`src/rtl/sale_pkg.sv`:
```
// Package for the shifting array list engine: sizes, codes, state and
// command/status structs shared by the controller, datapath and top level.
// No dependencies.
`timescale 1ns / 1ps

package sale_pkg;

  localparam int DEPTH      = 64;
  localparam int DATA_WIDTH = 32;

  localparam int CMD_W  = 3;
  localparam int POS_W  = 7;
  localparam int VAL_W  = 32;
  localparam int STAT_W = 2;
  localparam int FND_W  = 7;
  localparam int TOT_W  = 7;
  localparam int CAP_W  = 7;

  localparam int IDX_W = $clog2(DEPTH);
  localparam int CNT_W = $clog2(DEPTH + 1);
  localparam int CMP_W = (CNT_W > POS_W) ? CNT_W : POS_W;

  localparam logic [CAP_W-1:0] CAP_RESET = CAP_W'(64);

  typedef enum logic [CMD_W-1:0] {
    CMD_APPEND    = 3'd0,
    CMD_INSERT    = 3'd1,
    CMD_DELETE    = 3'd2,
    CMD_READ      = 3'd3,
    CMD_OVERWRITE = 3'd4,
    CMD_FIND      = 3'd5
  } cmd_t;

  typedef enum logic [STAT_W-1:0] {
    ST_OK      = 2'd0,
    ST_FULL    = 2'd1,
    ST_EMPTY   = 2'd2,
    ST_INVALID = 2'd3
  } status_t;

  typedef enum logic [3:0] {
    S_IDLE,
    S_DECODE,
    S_INS_RD,
    S_INS_WR,
    S_DEL_RD,
    S_DEL_WR,
    S_RD_WAIT,
    S_FIND_RD,
    S_FIND_CMP
  } state_t;

  typedef enum logic [1:0] {
    RA_POS,
    RA_PTR,
    RA_PTR_DN,
    RA_PTR_UP
  } rd_sel_t;

  typedef enum logic [1:0] {
    WR_TAIL,
    WR_POS,
    WR_SHIFT
  } wr_sel_t;

  typedef enum logic [2:0] {
    RES_NONE,
    RES_RDFAIL,
    RES_READ,
    RES_FOUND,
    RES_NOTFOUND
  } res_sel_t;

  typedef struct packed {
    logic     latch;
    logic     mem_rd;
    rd_sel_t  rd_sel;
    logic     mem_wr;
    wr_sel_t  wr_sel;
    logic     ptr_load_count;
    logic     ptr_load_pos;
    logic     ptr_load_zero;
    logic     ptr_dec;
    logic     ptr_inc;
    logic     cnt_inc;
    logic     cnt_dec;
    logic     finish;
    status_t  status;
    res_sel_t res_sel;
  } ctrl_t;

  typedef struct packed {
    cmd_t cmd;
    logic full;
    logic empty;
    logic pos_above_count;
    logic pos_out;
    logic ptr_above_pos;
    logic shift_more;
    logic scan_more;
    logic match;
  } stat_t;

  function automatic logic [DATA_WIDTH-1:0] to_word(input logic [VAL_W-1:0] v);
    logic signed [63:0] ext;
    ext = 64'(signed'(v));
    return ext[DATA_WIDTH-1:0];
  endfunction

  function automatic logic [VAL_W-1:0] from_word(input logic [DATA_WIDTH-1:0] w);
    logic signed [63:0] ext;
    ext = 64'(signed'(w));
    return ext[VAL_W-1:0];
  endfunction

endpackage

```
`src/rtl/sale_ctrl.sv`:
```
// Controller state machine for the shifting array list engine.
// Depends on sale_pkg for the state enum and the command/status structs.
`timescale 1ns / 1ps

module sale_ctrl (
  input  logic            clk,
  input  logic            rst,
  input  logic            start,
  output logic            busy,
  input  sale_pkg::stat_t stat,
  output sale_pkg::ctrl_t ctrl
);
  import sale_pkg::*;

  state_t state;
  state_t state_next;

  always_ff @(posedge clk) begin
    if (rst) begin
      state <= S_IDLE;
    end else begin
      state <= state_next;
    end
  end

  always_comb begin
    state_next = state;
    case (state)
      S_IDLE: begin
        if (start) begin
          state_next = S_DECODE;
        end
      end
      S_DECODE: begin
        state_next = S_IDLE;
        case (stat.cmd)
          CMD_INSERT: begin
            if (!stat.full && !stat.pos_above_count) begin
              state_next = S_INS_RD;
            end
          end
          CMD_DELETE: begin
            if (!stat.empty && !stat.pos_out) begin
              state_next = S_DEL_RD;
            end
          end
          CMD_READ: begin
            if (!stat.empty && !stat.pos_out) begin
              state_next = S_RD_WAIT;
            end
          end
          CMD_FIND: state_next = S_FIND_RD;
          default: state_next = S_IDLE;
        endcase
      end
      S_INS_RD:   state_next = stat.ptr_above_pos ? S_INS_WR : S_IDLE;
      S_INS_WR:   state_next = S_INS_RD;
      S_DEL_RD:   state_next = stat.shift_more ? S_DEL_WR : S_IDLE;
      S_DEL_WR:   state_next = S_DEL_RD;
      S_RD_WAIT:  state_next = S_IDLE;
      S_FIND_RD:  state_next = stat.scan_more ? S_FIND_CMP : S_IDLE;
      S_FIND_CMP: state_next = stat.match ? S_IDLE : S_FIND_RD;
      default:    state_next = S_IDLE;
    endcase
  end

  always_comb begin
    ctrl = '0;
    busy = (state != S_IDLE);
    case (state)
      S_IDLE: begin
        ctrl.latch = start;
      end
      S_DECODE: begin
        case (stat.cmd)
          CMD_APPEND: begin
            ctrl.finish = 1'b1;
            if (stat.full) begin
              ctrl.status = ST_FULL;
            end else begin
              ctrl.mem_wr  = 1'b1;
              ctrl.wr_sel  = WR_TAIL;
              ctrl.cnt_inc = 1'b1;
            end
          end
          CMD_INSERT: begin
            if (stat.full) begin
              ctrl.finish = 1'b1;
              ctrl.status = ST_FULL;
            end else if (stat.pos_above_count) begin
              ctrl.finish = 1'b1;
              ctrl.status = ST_INVALID;
            end else begin
              ctrl.ptr_load_count = 1'b1;
            end
          end
          CMD_DELETE: begin
            if (stat.empty) begin
              ctrl.finish = 1'b1;
              ctrl.status = ST_EMPTY;
            end else if (stat.pos_out) begin
              ctrl.finish = 1'b1;
              ctrl.status = ST_INVALID;
            end else begin
              ctrl.ptr_load_pos = 1'b1;
            end
          end
          CMD_READ: begin
            if (stat.empty) begin
              ctrl.finish  = 1'b1;
              ctrl.status  = ST_EMPTY;
              ctrl.res_sel = RES_RDFAIL;
            end else if (stat.pos_out) begin
              ctrl.finish  = 1'b1;
              ctrl.status  = ST_INVALID;
              ctrl.res_sel = RES_RDFAIL;
            end else begin
              ctrl.mem_rd = 1'b1;
              ctrl.rd_sel = RA_POS;
            end
          end
          CMD_OVERWRITE: begin
            ctrl.finish = 1'b1;
            if (stat.empty) begin
              ctrl.status = ST_EMPTY;
            end else if (stat.pos_out) begin
              ctrl.status = ST_INVALID;
            end else begin
              ctrl.mem_wr = 1'b1;
              ctrl.wr_sel = WR_POS;
            end
          end
          CMD_FIND: begin
            ctrl.ptr_load_zero = 1'b1;
          end
          default: begin
            ctrl.finish = 1'b1;
          end
        endcase
      end
      S_INS_RD: begin
        if (stat.ptr_above_pos) begin
          ctrl.mem_rd = 1'b1;
          ctrl.rd_sel = RA_PTR_DN;
        end else begin
          ctrl.mem_wr  = 1'b1;
          ctrl.wr_sel  = WR_POS;
          ctrl.cnt_inc = 1'b1;
          ctrl.finish  = 1'b1;
        end
      end
      S_INS_WR: begin
        ctrl.mem_wr  = 1'b1;
        ctrl.wr_sel  = WR_SHIFT;
        ctrl.ptr_dec = 1'b1;
      end
      S_DEL_RD: begin
        if (stat.shift_more) begin
          ctrl.mem_rd = 1'b1;
          ctrl.rd_sel = RA_PTR_UP;
        end else begin
          ctrl.cnt_dec = 1'b1;
          ctrl.finish  = 1'b1;
        end
      end
      S_DEL_WR: begin
        ctrl.mem_wr  = 1'b1;
        ctrl.wr_sel  = WR_SHIFT;
        ctrl.ptr_inc = 1'b1;
      end
      S_RD_WAIT: begin
        ctrl.finish  = 1'b1;
        ctrl.res_sel = RES_READ;
      end
      S_FIND_RD: begin
        if (stat.scan_more) begin
          ctrl.mem_rd = 1'b1;
          ctrl.rd_sel = RA_PTR;
        end else begin
          ctrl.finish  = 1'b1;
          ctrl.res_sel = RES_NOTFOUND;
        end
      end
      S_FIND_CMP: begin
        if (stat.match) begin
          ctrl.finish  = 1'b1;
          ctrl.res_sel = RES_FOUND;
        end else begin
          ctrl.ptr_inc = 1'b1;
        end
      end
      default: begin
        ctrl = '0;
      end
    endcase
  end

endmodule

```
`src/rtl/sale_datapath.sv`:
```
// Datapath for the shifting array list engine: cell memory, count,
// capacity register, scan pointer and result registers.
// Depends on sale_pkg for sizes, codes, structs and word conversion.
`timescale 1ns / 1ps

module sale_datapath (
  input  logic                          clk,
  input  logic                          rst,
  input  logic [sale_pkg::CMD_W-1:0]    cmd,
  input  logic [sale_pkg::POS_W-1:0]    position,
  input  logic signed [sale_pkg::VAL_W-1:0] value,
  input  logic                          cfg_we,
  input  logic [sale_pkg::CAP_W-1:0]    cfg_wdata,
  input  sale_pkg::ctrl_t               ctrl,
  output sale_pkg::stat_t               stat,
  output logic                          done,
  output logic [sale_pkg::STAT_W-1:0]   status,
  output logic signed [sale_pkg::VAL_W-1:0] read_value,
  output logic signed [sale_pkg::FND_W-1:0] found_position,
  output logic [sale_pkg::TOT_W-1:0]    element_total,
  output logic                          is_empty,
  output logic                          is_full
);
  import sale_pkg::*;

  logic [DATA_WIDTH-1:0] mem [DEPTH];
  logic [DATA_WIDTH-1:0] rdata;

  logic [CAP_W-1:0]      cap;
  logic [CNT_W-1:0]      count;
  logic [CNT_W-1:0]      count_next;
  logic [CMP_W-1:0]      ptr;
  logic [CMP_W-1:0]      pos_q;
  logic [DATA_WIDTH-1:0] word_q;
  cmd_t                  cmd_q;

  logic [CMP_W-1:0]      cap_eff;
  logic [CMP_W-1:0]      count_ext;
  logic [CMP_W-1:0]      count_next_ext;
  logic [CMP_W-1:0]      ptr_dn;
  logic [CMP_W-1:0]      ptr_up;
  logic [IDX_W-1:0]      raddr;
  logic [IDX_W-1:0]      waddr;
  logic [DATA_WIDTH-1:0] wdata;

  assign ptr_dn    = ptr - CMP_W'(1);
  assign ptr_up    = ptr + CMP_W'(1);
  assign count_ext = CMP_W'(count);
  assign cap_eff   = (CMP_W'(cap) > CMP_W'(DEPTH)) ? CMP_W'(DEPTH) : CMP_W'(cap);

  always_comb begin
    count_next = count;
    if (ctrl.cnt_inc) begin
      count_next = count + CNT_W'(1);
    end else if (ctrl.cnt_dec) begin
      count_next = count - CNT_W'(1);
    end
  end

  assign count_next_ext = CMP_W'(count_next);

  always_comb begin
    stat.cmd             = cmd_q;
    stat.full            = (count_ext >= cap_eff);
    stat.empty           = (count == '0);
    stat.pos_above_count = (pos_q > count_ext);
    stat.pos_out         = (pos_q >= count_ext);
    stat.ptr_above_pos   = (ptr > pos_q);
    stat.shift_more      = (ptr_up < count_ext);
    stat.scan_more       = (ptr < count_ext);
    stat.match           = (rdata == word_q);
  end

  always_comb begin
    case (ctrl.rd_sel)
      RA_POS:    raddr = pos_q[IDX_W-1:0];
      RA_PTR:    raddr = ptr[IDX_W-1:0];
      RA_PTR_DN: raddr = ptr_dn[IDX_W-1:0];
      RA_PTR_UP: raddr = ptr_up[IDX_W-1:0];
      default:   raddr = ptr[IDX_W-1:0];
    endcase
  end

  always_comb begin
    case (ctrl.wr_sel)
      WR_TAIL: begin
        waddr = count_ext[IDX_W-1:0];
        wdata = word_q;
      end
      WR_POS: begin
        waddr = pos_q[IDX_W-1:0];
        wdata = word_q;
      end
      WR_SHIFT: begin
        waddr = ptr[IDX_W-1:0];
        wdata = rdata;
      end
      default: begin
        waddr = ptr[IDX_W-1:0];
        wdata = rdata;
      end
    endcase
  end

  always_ff @(posedge clk) begin
    if (ctrl.mem_wr) begin
      mem[waddr] <= wdata;
    end
    if (ctrl.mem_rd) begin
      rdata <= mem[raddr];
    end
  end

  always_ff @(posedge clk) begin
    if (rst) begin
      cap   <= CAP_RESET;
      count <= '0;
      done  <= 1'b0;
    end else begin
      if (cfg_we) begin
        cap <= cfg_wdata;
      end
      count <= count_next;
      done  <= ctrl.finish;
    end
  end

  always_ff @(posedge clk) begin
    if (ctrl.latch) begin
      cmd_q  <= cmd_t'(cmd);
      pos_q  <= CMP_W'(position);
      word_q <= to_word(value);
    end
    if (ctrl.ptr_load_count) begin
      ptr <= count_ext;
    end else if (ctrl.ptr_load_pos) begin
      ptr <= pos_q;
    end else if (ctrl.ptr_load_zero) begin
      ptr <= '0;
    end else if (ctrl.ptr_dec) begin
      ptr <= ptr_dn;
    end else if (ctrl.ptr_inc) begin
      ptr <= ptr_up;
    end
  end

  always_ff @(posedge clk) begin
    if (ctrl.finish) begin
      status        <= ctrl.status;
      element_total <= TOT_W'(count_next);
      is_empty      <= (count_next == '0);
      is_full       <= (count_next_ext >= cap_eff);
      case (ctrl.res_sel)
        RES_RDFAIL: begin
          read_value     <= '1;
          found_position <= '0;
        end
        RES_READ: begin
          read_value     <= from_word(rdata);
          found_position <= '0;
        end
        RES_FOUND: begin
          read_value     <= '0;
          found_position <= FND_W'(ptr);
        end
        RES_NOTFOUND: begin
          read_value     <= '0;
          found_position <= '1;
        end
        default: begin
          read_value     <= '0;
          found_position <= '0;
        end
      endcase
    end
  end

endmodule

```
`src/rtl/shifting_array_list_engine_unit.sv`:
```
// Top level of the shifting array list engine: joins the controller and
// the datapath. Depends on sale_pkg, sale_ctrl and sale_datapath.
//
// Channel   Direction  Signals
// request   in         start, busy, cmd, position, value
// result    out        done, status, read_value, found_position,
//                      element_total, is_empty, is_full
// capacity  in         cfg_we, cfg_wdata
//
// A request is taken when start is high and busy is low; its result appears
// with done for one cycle. Insert and delete shift each cell between the
// position and the tail of the list, and a find scans from index 0 until a
// match or the end of the list. Shifts use the single cell memory with
// registered reads: each shift step is one read and one write. Synchronous
// reset clears the count, the controller and the strobe and sets the capacity
// to 64; the cells need no clearing. The receiver cannot stall, and a new
// request may be taken in the cycle its result shows.
`timescale 1ns / 1ps

module shifting_array_list_engine_unit (
  input  logic                              clk,
  input  logic                              rst,
  input  logic                              start,
  output logic                              busy,
  input  logic [sale_pkg::CMD_W-1:0]        cmd,
  input  logic [sale_pkg::POS_W-1:0]        position,
  input  logic signed [sale_pkg::VAL_W-1:0] value,
  input  logic                              cfg_we,
  input  logic [sale_pkg::CAP_W-1:0]        cfg_wdata,
  output logic                              done,
  output logic [sale_pkg::STAT_W-1:0]       status,
  output logic signed [sale_pkg::VAL_W-1:0] read_value,
  output logic signed [sale_pkg::FND_W-1:0] found_position,
  output logic [sale_pkg::TOT_W-1:0]        element_total,
  output logic                              is_empty,
  output logic                              is_full
);
  import sale_pkg::*;

  ctrl_t ctrl;
  stat_t stat;

  sale_ctrl u_ctrl (
    .clk   (clk),
    .rst   (rst),
    .start (start),
    .busy  (busy),
    .stat  (stat),
    .ctrl  (ctrl)
  );

  sale_datapath u_datapath (
    .clk            (clk),
    .rst            (rst),
    .cmd            (cmd),
    .position       (position),
    .value          (value),
    .cfg_we         (cfg_we),
    .cfg_wdata      (cfg_wdata),
    .ctrl           (ctrl),
    .stat           (stat),
    .done           (done),
    .status         (status),
    .read_value     (read_value),
    .found_position (found_position),
    .element_total  (element_total),
    .is_empty       (is_empty),
    .is_full        (is_full)
  );

`ifndef ASSERT_OFF
  a_accept_busy: assert property (@(posedge clk) disable iff (rst)
    (start && !busy) |=> busy)
    else $error("accepted request did not make the engine busy");

  a_done_single: assert property (@(posedge clk) disable iff (rst)
    done |=> !done)
    else $error("result strobe held for two cycles");

  a_inc_not_full: assert property (@(posedge clk) disable iff (rst)
    ctrl.cnt_inc |-> !stat.full)
    else $error("count raised while the list is full");

  a_dec_not_empty: assert property (@(posedge clk) disable iff (rst)
    ctrl.cnt_dec |-> !stat.empty)
    else $error("count lowered while the list is empty");
`endif

endmodule

```
`config.mk`:
```
export PLATFORM = sky130hd
export DESIGN_NAME = shifting_array_list_engine_unit
export DESIGN_NICKNAME = d
export VERILOG_FILES = /design/src/rtl/sale_pkg.sv /design/src/rtl/sale_ctrl.sv /design/src/rtl/sale_datapath.sv /design/src/rtl/shifting_array_list_engine_unit.sv
export SDC_FILE = /design/constraint.sdc
export NUM_CORES = 2
export LEC_CHECK = 0
export ABC_AREA = 1
export ABC_CLOCK_PERIOD_IN_PS = 4960
export BUFFER_PORTS_ARGS = -buffer_cell sky130_fd_sc_hd__buf_4
export CAP_MARGIN = 5
export CORE_MARGIN = 3
export CORE_UTILIZATION = 50
export CTS_CLUSTER_DIAMETER = 120
export CTS_CLUSTER_SIZE = 40
export DETAILED_ROUTE_END_ITERATION = 10
export GPL_ROUTABILITY_DRIVEN = 0
export PLACE_DENSITY_LB_ADDON = 0.08
export REMOVE_ABC_BUFFERS = 1
export SYNTH_ARGS = -nofsm -noshare
export SYNTH_HDL_FRONTEND = slang
export SYNTH_SLANG_ARGS = --single-unit
```
`constraint.sdc`:
```
create_clock -name clk -period 4.96 [get_ports clk]
set_clock_uncertainty 0.1 [all_clocks]
set_input_delay 0.744 -clock clk [delete_from_list [all_inputs] [get_ports clk]]
set_output_delay 0.744 -clock clk [all_outputs]
set_load 0.01 [all_outputs]
```
==> impl_metrics.yaml <==
global_routing:
  grt_antenna_before_repair: 11
  gr-usage-all-layers_pct: 29.2
  grt_pass1_vias: 57900
  grt_pass1_wl_um: 404000
  grt.overflow.total: 0
  grt_max_degree: 117
cts:
  cts_buffers: 66
  cts-root-buf: "clkbuf_16"
  cts_sinks: 2198
  path_clk_slew_ns: 0.15
  clockBufferDepth: 3
  cts_tree: "done"
  htree_levels: 3
  clkLatencyLatePin_ns: 0.76
synthesis:
  synthTopCellsByArea: "edfxtp_1 72%, nand3_1 15%, nand2_1 6.6%"
  netlist_area_um2: 91300
  yosys_warnings: 0
  synth_cell_types: 52
  ys_ff_latch: 2198
  synth_edf_count: 2179
  synth_area_leader_cell: "edfxtp_1"
  synthTopCellsByCount: "2759 x nand3_1, 2179 x edfxtp_1, 1597 x nand2_1, 294 x buf_2, 196 x clkbuf_1"
  synth_cells: 7671
  yosysMostFrequentCell: "nand3_1"
  seq_area_frac_synth_pct: 72.1
  avgSynthCellArea_um2: 11.9
  synth-async-reset-ratio_pct: 0
  synthFlopType: "edfxtp_1"
  synth_top_area_share_pct: 71.7
detailed_routing:
  routedWlPerCell_um: 27.7
  first_pass_iters: 5
  drc: 0
  drtAntennaViolNets: 0
  num_vias: 62300
  drt_iter0_drc: 8524
  vias_per_cell: 6.20
  drt_wl_total_um: 278000
pwr:
  p_comb_share_pct: 15.5
  sequentialPowerShare_pct: 60.9
  leakage_nw: 34.6
  finalPower_mw: 34.3
  cellInternalPower_mw: 25.0
  powerDensity_nw_per_um2: 344
  power_switching_mw: 9.27
  clockPowerShare_pct: 23.6
  peakVddDrop_uv: 221
  swShare_pct: 27.0
placement:
  numPortBuffers: 104
  dp_hpwl_um: 158000
setup_path:
  slowest_stage: "edfxtp_1"
  crit_path_cell_trace: "buf_4 > nand3_1 > nor3_1 > xor2_1 > inv_1 > ha_1 > nand2_1 > nor2_1 > nand2_1 > nand3_4 > nand4_4 > nand2_8 > buf_12 > buf_16 > buf_4 > nand2_1 > nand3_1 > nand3_1 > nand3_1 > nand3_2 > nand2_1 > nand2_1 > nand2_1"
  cp_max_fo: 37
  cp_data_required_time_ns: 5.43
  endpoint_kind: "flip-flop"
  critPathKind: "flip-flop to flip-flop"
  worstPathArrival_ns: 5.19
  critPathMaxStageDelay_ns: 0.48
  cpMostUsedCell: "nand2_1"
  critPathLaunchType: "flip-flop"
cells_and_area:
  area.growth.synth_to_final_pct: 9.35
  nets: 7759
  nFillCells: 15100
  drive_above_1_share_pct: 9.06
sta:
  drv_slew: 0
  worst_pin_slew_ns: 1.37
  relSlewSlack_pct: 8.36
  fin_hold_ws_ns: 0.0761
  fmaxAchievable_mhz: 212
  layout_min_cycle_time_ns: 4.72
  finalCritPeriodShare_pct: 95.2
  hold_viol: 0
  setup_viol: 0
floorplan:
  die_area_um2: 188000
  fp.dieH_um: 433
  io_pins: 105
  die_w_um: 433
  rows: 156
  core_area_um2: 181000
  start_util_pct: 50.4
run_status:
  status: "complete, no violations"
worst_hold_path:
  hold_path_class: "input port to flip-flop"
run:
  max_cap_viol_count: 0
[power by group through the flow]
stage	clock network [mW]	logic (mW)	registers (mW)
finish	8.09	5.33	20.9
global route	8.75	5.77	20.9
CTS	8.24	5.24	20.9
detailed placement	0	5.21	21.3
global placement	0	5.17	21.3
floorplan	0	3.39	21.4
[placed cells by master, fill, tap and decap left out, types with 6 or more instances in the layout]
| cell | n |
|---|---|
| clkbuf_16 | 72 |
| nand3_2 | 7 |
| inv_2 | 7 |
| nor4_1 | 6 |
| nand4_1 | 23 |
| dfxtp_1 | 19 |
| o22ai_1 | 10 |
| nand2_1 | 1595 |
| nor2_1 | 62 |
| buf_4 | 332 |
| clkbuf_1 | 7 |
| o21ai_4 | 37 |
| a21oi_1 | 21 |
| nand3_1 | 2753 |
| or2_2 | 20 |
| nor2_4 | 68 |
| nor3_1 | 9 |
| buf_12 | 119 |
| ha_1 | 44 |
| o21ai_0 | 85 |
| xor2_1 | 18 |
| dlygate4sd3_1 | 14 |
| edfxtp_1 | 2179 |
| inv_1 | 113 |
[final cells by class]
class	instances	area [µm²]	share of cell area (%)
antenna	2	5.00	0.00501
timing repair buffer	470	5130	5.14
tap	2370	2970	2.97
clock inverter	6	121	0.122
clock buffer	78	1800	1.81
sequential	2198	65800	65.9
inverter	125	495	0.496
multi-input combinational	4801	23500	23.5
[worst paths after layout]
path / startpoint / end / slack (ns) / depth (start not counted)
worst max-delay path: u_datapath.ptr[0]$_DFFE_PP_ / u_datapath.rdata[18]$_DFFE_PP_ / 0.24 / 23
worst min-delay path: position[5] / u_datapath.pos_q[5]$_DFFE_PP_ / 0.08 / 1
worst max register to register: u_datapath.ptr[0]$_DFFE_PP_ / u_datapath.rdata[18]$_DFFE_PP_ / 0.24 / 23
worst min register to register: u_datapath.cap[0]$_SDFFE_PP0P_ / u_datapath.cap[0]$_SDFFE_PP0P_ / 0.39 / 2
[per-layer routing]
metal	vias to the layer above	share of wire, %	global-route usage (%)
met2	3071	45	44.6
met3	343	9.3	4.44
met4	4	2.7	7.76
met1	31200	43	43.8
met5	-	0.0097	0
li1	27700	-	-
[worst max-delay path: cells and delay by family (launching register included)]
family | cells | cell delay (ns)
DFF | 1 | 0.48
xor gates and xnor gates | 1 | 0.21
buffers and inverters | 5 | 0.96
adders and majority gates | 1 | 0.28
and+or+nand+nor | 16 | 2.46
[cell families (layout without fill, tap and decap cells)]
kind of cell,Yosys count,in the layout,synth area share [%]
and+or+nand+nor,4567,4567,22.9
DFF,2198,2198,72.1
buffers and inverters,672,679,3.25
AOI/OAI and AO/OA,170,170,1.01
adders and majority gates,44,44,0.603
xor gates and xnor gates,20,20,0.192
other,0,2,0
[stage by stage]
| step | area [µm²] | instances | setup WS (ns) | utilization (%) | setup TNS (ns) |
|---|---|---|---|---|---|
| finish | 99800 | 10100 | 0.236 | 55.1 | 0 |
| global placement | 97600 | 9940 | 0.135 | 53.9 | 0 |
| floorplan | 88800 | 7124 | -23.77 | - | -2525.10 |
| detailed placement | 97600 | 9940 | 0.0874 | 53.9 | 0 |
| CTS | 99700 | 10000 | 0.00437 | 55.0 | 0 |
| global route | 99800 | 10000 | -0.0191 | 55.1 | -0.0191 |
[registers in the layout (all words and copies together) (netlist names)]
name,cells
u_datapath.rdata,32
u_datapath.pos_q,7
u_datapath.cap,7
u_datapath.word_q,32
u_datapath.done,1
u_datapath.count,7
u_ctrl.state,4
u_datapath.is_full,1
u_datapath.read_value,32
u_datapath.status,2
u_datapath.found_position,7
u_datapath.mem,2048
u_datapath.ptr,7
u_datapath.cmd_q,3
u_datapath.is_empty,1
u_datapath.element_total,7
[what timing repair did]
| item | CTS | global route |
|---|---|---|
| setup buffers | 0 | 9 |
| resized for setup | 0 | 14 |
| endpoints found under the hold margin | 14 | 0 |
| hold buffers | 14 | 0 |
| endpoints found under the setup margin | 0 | 27 |
(Power assumes the default switching activity.)
